===== config.mk =====
export PLATFORM = sky130hd
export DESIGN_NAME = sync_word_frame_deframer
export DESIGN_NICKNAME = d
export VERILOG_FILES = /design/src/hw/rtl/swfd_pkg.sv /design/src/hw/rtl/swfd_core.sv /design/src/hw/rtl/sync_word_frame_deframer.sv
export VERILOG_INCLUDE_DIRS = /design/src /design/src/hw/rtl
export SDC_FILE = /design/constraint.sdc
export NUM_CORES = 1
export LEC_CHECK = 0
export ABC_AREA = 0
export ABC_CLOCK_PERIOD_IN_PS = 5300
export BUFFER_PORTS_ARGS = -buffer_cell sky130_fd_sc_hd__buf_2
export CORE_ASPECT_RATIO = 0.6
export CORE_UTILIZATION = 45
export DETAILED_ROUTE_END_ITERATION = 6
export PLACE_DENSITY = 0.69
export SLEW_MARGIN = 20
export SYNTH_ARGS = -nofsm -noshare
export SYNTH_HDL_FRONTEND = slang
export SYNTH_SLANG_ARGS = --single-unit
export TNS_END_PERCENT = 10

===== constraint.sdc =====
create_clock -name clk_i -period 5.3 [get_ports clk_i]
set_clock_uncertainty 0.15 [all_clocks]
set_input_delay 0.265 -clock clk_i [delete_from_list [all_inputs] [get_ports clk_i]]
set_output_delay 0.265 -clock clk_i [all_outputs]
set_load 0.02 [all_outputs]

===== src/hw/rtl/sync_word_frame_deframer_assert.svh =====
// Assertion macros shared by the deframer RTL.
// Both sample on clk_i and are off while rst_ni is low.
`ifndef SYNC_WORD_FRAME_DEFRAMER_ASSERT_SVH
`define SYNC_WORD_FRAME_DEFRAMER_ASSERT_SVH

// Same-cycle implication.
`define SWFD_ASSERT_IMPL(label, ante, cons, msg) \
  label: assert property (@(posedge clk_i) disable iff (!rst_ni) (ante) |-> (cons)) \
    else $error(msg);

// Next-cycle implication.
`define SWFD_ASSERT_NEXT(label, ante, cons, msg) \
  label: assert property (@(posedge clk_i) disable iff (!rst_ni) (ante) |=> (cons)) \
    else $error(msg);

`endif


===== src/hw/rtl/swfd_pkg.sv =====
package swfd_pkg;

  localparam int unsigned DataBytes = 12;
  localparam int unsigned NumValues = 6;
  localparam int unsigned ValueW    = 16;
  localparam int unsigned ValuesW   = NumValues * ValueW;

  localparam logic [3:0] SyncLen   = 4'd4;
  localparam logic [3:0] SkipLen   = 4'd12;
  localparam logic [3:0] FrameLast = 4'd15;

  localparam logic [7:0] SyncFf = 8'hFF;
  localparam logic [7:0] Sync00 = 8'h00;

  localparam logic [7:0] SyncPattern [4] = '{SyncFf, SyncFf, SyncFf, Sync00};

  typedef struct packed {
    logic               emit;
    logic               frame_error;
    logic [ValuesW-1:0] values;
  } result_t;

endpackage


===== src/hw/rtl/swfd_core.sv =====
`include "sync_word_frame_deframer_assert.svh"

module swfd_core (
  input  logic             clk_i,
  input  logic             rst_ni,
  input  logic             accept_i,
  input  logic [7:0]       rx_byte_i,
  output swfd_pkg::result_t result_o
);

  localparam logic [1:0] ModeAligned = 2'd0;
  localparam logic [1:0] ModeHunt    = 2'd1;
  localparam logic [1:0] ModeSkip    = 2'd2;

  logic [1:0] mode_q, mode_d;
  logic [1:0] hunt_q, hunt_d;
  logic [3:0] count_q, count_d;
  logic       sync_ok_q, sync_ok_d;

  logic [7:0] data_q [swfd_pkg::DataBytes];
  logic [7:0] frame  [swfd_pkg::DataBytes];
  logic       wr_en;
  logic [3:0] wr_idx;
  logic [3:0] count_inc;
  logic [swfd_pkg::ValuesW-1:0] values;

  assign count_inc = 4'(count_q + 4'd1);
  assign wr_idx    = 4'(count_q - swfd_pkg::SyncLen);

  // The last data byte comes straight from the input at the end of a frame.
  always_comb begin
    for (int k = 0; k < swfd_pkg::DataBytes; k++) begin
      frame[k] = data_q[k];
    end
    frame[swfd_pkg::DataBytes-1] = rx_byte_i;
    for (int i = 0; i < swfd_pkg::NumValues; i++) begin
      values[i*swfd_pkg::ValueW +: swfd_pkg::ValueW] = {frame[2*i+1], frame[2*i]};
    end
  end

  always_comb begin
    mode_d    = mode_q;
    hunt_d    = hunt_q;
    count_d   = count_q;
    sync_ok_d = sync_ok_q;
    wr_en     = 1'b0;
    result_o  = '0;
    unique case (mode_q)
      ModeHunt: begin
        if (rx_byte_i == swfd_pkg::SyncFf) begin
          if (hunt_q != 2'd3) begin
            hunt_d = 2'(hunt_q + 2'd1);
          end
        end else if (rx_byte_i == swfd_pkg::Sync00 && hunt_q == 2'd3) begin
          hunt_d  = 2'd0;
          mode_d  = ModeSkip;
          count_d = 4'd0;
        end else begin
          hunt_d = 2'd0;
        end
      end
      ModeSkip: begin
        count_d = count_inc;
        if (count_inc >= swfd_pkg::SkipLen) begin
          mode_d               = ModeAligned;
          count_d              = 4'd0;
          sync_ok_d            = 1'b1;
          result_o.emit        = 1'b1;
          result_o.frame_error = 1'b1;
        end
      end
      default: begin
        mode_d = ModeAligned;
        if (count_q < swfd_pkg::SyncLen) begin
          if (rx_byte_i != swfd_pkg::SyncPattern[count_q[1:0]]) begin
            sync_ok_d = 1'b0;
          end
        end else begin
          wr_en = 1'b1;
        end
        if (count_q == swfd_pkg::FrameLast) begin
          count_d = 4'd0;
          if (sync_ok_q) begin
            result_o.emit   = 1'b1;
            result_o.values = values;
          end else begin
            sync_ok_d = 1'b1;
            mode_d    = ModeHunt;
            hunt_d    = 2'd0;
          end
        end else begin
          count_d = count_inc;
        end
      end
    endcase
    if (!accept_i) begin
      mode_d        = mode_q;
      hunt_d        = hunt_q;
      count_d       = count_q;
      sync_ok_d     = sync_ok_q;
      wr_en         = 1'b0;
      result_o.emit = 1'b0;
    end
  end

  always_ff @(posedge clk_i or negedge rst_ni) begin
    if (!rst_ni) begin
      mode_q    <= ModeAligned;
      hunt_q    <= 2'd0;
      count_q   <= 4'd0;
      sync_ok_q <= 1'b1;
    end else begin
      mode_q    <= mode_d;
      hunt_q    <= hunt_d;
      count_q   <= count_d;
      sync_ok_q <= sync_ok_d;
    end
  end

  always_ff @(posedge clk_i) begin
    if (wr_en) begin
      data_q[wr_idx] <= rx_byte_i;
    end
  end

  `SWFD_ASSERT_IMPL(a_hunt_count_zero, mode_q == ModeHunt, count_q == 4'd0, "hunt with count")
  `SWFD_ASSERT_IMPL(a_skip_count_range, mode_q == ModeSkip, count_q < swfd_pkg::SkipLen,
                    "skip count out of range")
  `SWFD_ASSERT_IMPL(a_error_from_skip, result_o.emit && result_o.frame_error,
                    mode_q == ModeSkip, "error result outside skip")
  `SWFD_ASSERT_NEXT(a_bad_frame_hunts,
                    accept_i && mode_q == ModeAligned && count_q == swfd_pkg::FrameLast
                    && !sync_ok_q, mode_q == ModeHunt && sync_ok_q, "bad frame did not hunt")

endmodule


===== src/hw/rtl/sync_word_frame_deframer.sv =====
// A result is valid in the cycle after the transaction of the frame's last byte.
// Throughput: one byte per cycle; a byte is taken whenever the result register is free
// or is being drained in the same cycle.
// Reset (rst_ni low, asynchronous): aligned to a frame start, no result pending.
`include "sync_word_frame_deframer_assert.svh"

module sync_word_frame_deframer (
  input  logic         clk_i,
  input  logic         rst_ni,
  input  logic         s_axis_tvalid,
  output logic         s_axis_tready,
  input  logic [7:0]   s_axis_tdata,  // [7:0] rx_byte
  output logic         m_axis_tvalid,
  input  logic         m_axis_tready,
  output logic [95:0]  m_axis_tdata,  // value0..value5, 16 bits each, value0 lowest
  output logic [0:0]   m_axis_tuser   // [0] frame_error
);

  logic                            accept;
  swfd_pkg::result_t               result;
  logic                            out_valid_q;
  logic [swfd_pkg::ValuesW-1:0]    out_values_q;
  logic                            out_error_q;

  assign s_axis_tready = !out_valid_q || m_axis_tready;
  assign accept        = s_axis_tvalid && s_axis_tready;

  swfd_core u_core (
    .clk_i     (clk_i),
    .rst_ni    (rst_ni),
    .accept_i  (accept),
    .rx_byte_i (s_axis_tdata),
    .result_o  (result)
  );

  always_ff @(posedge clk_i or negedge rst_ni) begin
    if (!rst_ni) begin
      out_valid_q <= 1'b0;
    end else if (result.emit) begin
      out_valid_q <= 1'b1;
    end else if (m_axis_tready) begin
      out_valid_q <= 1'b0;
    end
  end

  always_ff @(posedge clk_i) begin
    if (result.emit) begin
      out_values_q <= result.values;
      out_error_q  <= result.frame_error;
    end
  end

  assign m_axis_tvalid = out_valid_q;
  assign m_axis_tdata  = out_values_q;
  assign m_axis_tuser  = out_error_q;

  `SWFD_ASSERT_IMPL(a_error_values_zero, m_axis_tvalid && m_axis_tuser[0],
                    m_axis_tdata == '0, "error result carries data")
  `SWFD_ASSERT_IMPL(a_stall_only_when_full, !s_axis_tready, out_valid_q,
                    "input stalled with empty result register")
  `SWFD_ASSERT_NEXT(a_emit_sets_valid, result.emit, out_valid_q,
                    "result lost")

endmodule


==> reports/qor.yml <==
cells_and_area:
  num-nets-final: 544
  drive_above_1_share: 0.291
  n_antenna_cell: 0
  area_delta_synth_final_pct: 18.5
  mostFrequentLayoutCells: "edfxtp_1 (185), buf_2 (110), and3_1 (96)"
  fillers: 1195
  layout_commonest_cell: "edfxtp_1"
  final_cell_count_no_fill: 739
synth:
  synth_fa_ha_area_frac: 0.0157
  synthXorXnorAreaFrac: 0.00122
  synthSimpleGateAreaFrac: 0.119
  synth-seq-cells: 195
  yosys-top-cells-area: "edfxtp_1 (77%), and3_1 (8.4%), dfrtp_1 (3.1%)"
  synth_top_family_by_area: "simple AND/OR/NAND/NOR gates"
  syn_avg_cell_area_sq_um: 17.2
  synth_cells: 417
  ys_seq_area_frac: 0.808
  yosysUniqueCellTypes: 42
  synth.area.mux_share: 0.00888
  synthesis.nets: 438
  synth-compound-area-share: 0.0259
  yosysWarnings: 0
  synth_area_sq_um: 7190
  synth.top_cell.area_share: 0.773
  yosysTopAreaCell: "edfxtp_1"
global_routing:
  grt_pass1_vias: 3518
  grt_max_degree: 100
  grt_pass1_wl_microns: 20300
  overflow: 0
  grt.total_usage: 0.173
  grt_antenna_before_repair: 0
power:
  ir_drop_mv: 0.276
  power.density_nw_per_um2: 355
  cellLeakagePower_nw: 3.71
placed_design:
  dp.cells: 706
  portBuffers: 110
  gp_congestion: 0.808
  place_hpwl_microns: 8480
floorplan:
  coreArea_sq_um: 15500
  dieArea_sq_um: 16500
  die_h_microns: 99.9
  ios: 111
  die_w_microns: 165
  initial_core_util: 0.465
  row_count: 35
drt:
  first_iter_violations: 367
  via_per_inst: 5.25
  drt_drc_violations_left: 0
  avgRoutedWirePerCell_microns: 18.8
  num_vias: 3880
  drtAntennaViolNets: 0
  wirelength_microns: 13900
  drt_pre_antenna_iters: 5
setup_path:
  required_ps: 5250
  cp_max_fo: 59
  crit_type: "reg -> reg"
  startpoint_type: "register"
  endpoint_kind: "register"
  critPathArrivalTime_ps: 2940
clock_tree:
  clk_transition_reported_paths_ps: 70
  cts_sinks: 195
  insertion_delay_ps: 420
  cts-root-buf: "clkbuf_16"
  cts_tree: "built"
  clockBufferDepth: 2
  cts_made_buffers: 17
  cts_max_level: 4
status:
  status: "complete, no violations"
timing:
  fin_crit_ps: 3000
  drv_slew: 0
  fmaxAchievable_mhz: 334
  max_slew_margin: 0.412
  hold_violations: 0
  finalSetupTns_ps: 0
  setup-violations-final: 0
  fin_crit_sh: 0.565
  rsz0062_at_grt: "no"
  worst_pin_slew_ps: 879
run:
  max_cap_violations: 0
worst_hold_path:
  hold_class: "in -> reg"
==> path summary, 6_finish.rpt <==
kind,start,end,slack (ps),cells past startpoint
worst max-delay path,u_core.count_q[1],m_axis_tdata[38],2300,7
worst min-delay path,s_axis_tvalid,m_axis_tvalid,50,2
worst max register to register,u_core.count_q[1],m_axis_tdata[38],2300,7
worst min register to register,u_core.hunt_q[1],u_core.hunt_q[1],370,1
max in group asynchronous,rst_ni,u_core.sync_ok_q,4610,2
min in group asynchronous,rst_ni,u_core.hunt_q[0],110,2
==> worst max-delay path, cell delays in order, from the launching register on <==
cell and delay, ps:
dfrtp_1 450, ha_1 350, nor2b_1 360, a21o_1 130
a21oi_1 90, nor2_1 230, a22o_4 490, buf_12 360
==> metrics by stage <==
step / setup WS [ps] / instance area (sq um) / util / hold WS [ps] / total power, mW
6_report: 2300 / 8520 / 0.551 / 52.4 / 3.02
5_1_grt: 2120 / 8520 / 0.551 / 52.4 / 3.11
4_1_cts: 2320 / 8520 / 0.551 / 31.3 / 3.04
3_5_place_dp: 2350 / 7930 / 0.513 / 16.1 / 1.81
3_3_place_gp: 2480 / 7930 / 0.513 / 6.46 / 1.81
2_1_floorplan: 1080 / 7190 / - / -181 / 1.77
==> timing repair <==
item,4_1_cts,5_1_grt
setup endpoints to repair,0,0
hold buffers,1,0
resized for setup,0,0
hold endpoints to repair,10,0
setup buffers,0,0
==> registers in the layout, summed over array words and instances (netlist names) <==
| signal | flops |
|---|---|
| u_core.hunt_q | 2 |
| m_axis_tvalid | 1 |
| m_axis_tdata | 96 |
| u_core.data_q | 88 |
| u_core.mode_q | 2 |
| m_axis_tuser | 1 |
| u_core.sync_ok_q | 1 |
| u_core.count_q | 4 |
==> power by group <==
part           internal (mW)  switching, mW
logic                 0.0207         0.0614
clock network          0.668          0.579
registers               1.68         0.0161
==> synthesized netlist by cell type <==
| master | n |
|---|---|
| nand2b_1 | 1 |
| dfstp_2 | 1 |
| a21o_1 | 1 |
| nand4b_1 | 1 |
| nand3_1 | 3 |
| nor2_2 | 1 |
| o211ai_1 | 1 |
| mux2_2 | 2 |
| o22ai_1 | 1 |
| nand3b_1 | 1 |
| buf_2 | 6 |
| a221o_1 | 1 |
| o21bai_1 | 2 |
| nand4_1 | 4 |
| a31o_1 | 1 |
| a21oi_1 | 6 |
| a31oi_4 | 1 |
| o21a_1 | 2 |
| inv_2 | 1 |
| o21ai_0 | 1 |
| dfrtp_1 | 9 |
| and2_1 | 1 |
| nor3b_2 | 1 |
| and3_1 | 96 |
| nor3_1 | 7 |
| clkbuf_1 | 21 |
| inv_1 | 11 |
| a22o_1 | 4 |
| nor2_4 | 1 |
| ha_1 | 9 |
| or4_4 | 2 |
| nor2_1 | 18 |
| mux2i_1 | 3 |
| nor2b_1 | 2 |
| and4_1 | 1 |
| xnor2_1 | 1 |
| mux2_1 | 1 |
| a21oi_2 | 1 |
| a2bb2oi_1 | 1 |
| nand2_1 | 3 |
| a21boi_1 | 1 |
| edfxtp_1 | 185 |
==> metal layers <==
metal,vias to the layer above,GRT usage,wire length (microns)
li1,1803,-,-
met2,163,0.245,6280
met4,0,0.0529,60
met1,1909,0.262,6240
met3,5,0.0442,1290
met5,-,0,0
==> cell families (layout without fill, tap and decap cells) <==
| kind of cell | after synthesis | in the layout |
|---|---|---|
| AOI/OAI and AO/OA | 24 | 24 |
| DFF | 195 | 195 |
| xor gates and xnor gates | 1 | 1 |
| buffers and inverters | 39 | 158 |
| adders and majority gates | 9 | 9 |
| muxes | 6 | 6 |
| and+or+nand+nor | 143 | 143 |
==> cell type report <==
type,instances,area (sq um),area share
clock buffers,19,433,0.0508
clock inverters,13,146,0.0172
inverters,12,45.0,0.00529
multi-input cells,183,1240,0.145
flip-flops and latches,195,5810,0.682
well taps,203,254,0.0298
repair buffers,114,596,0.0699
Power figures use the tool's default switching activity.
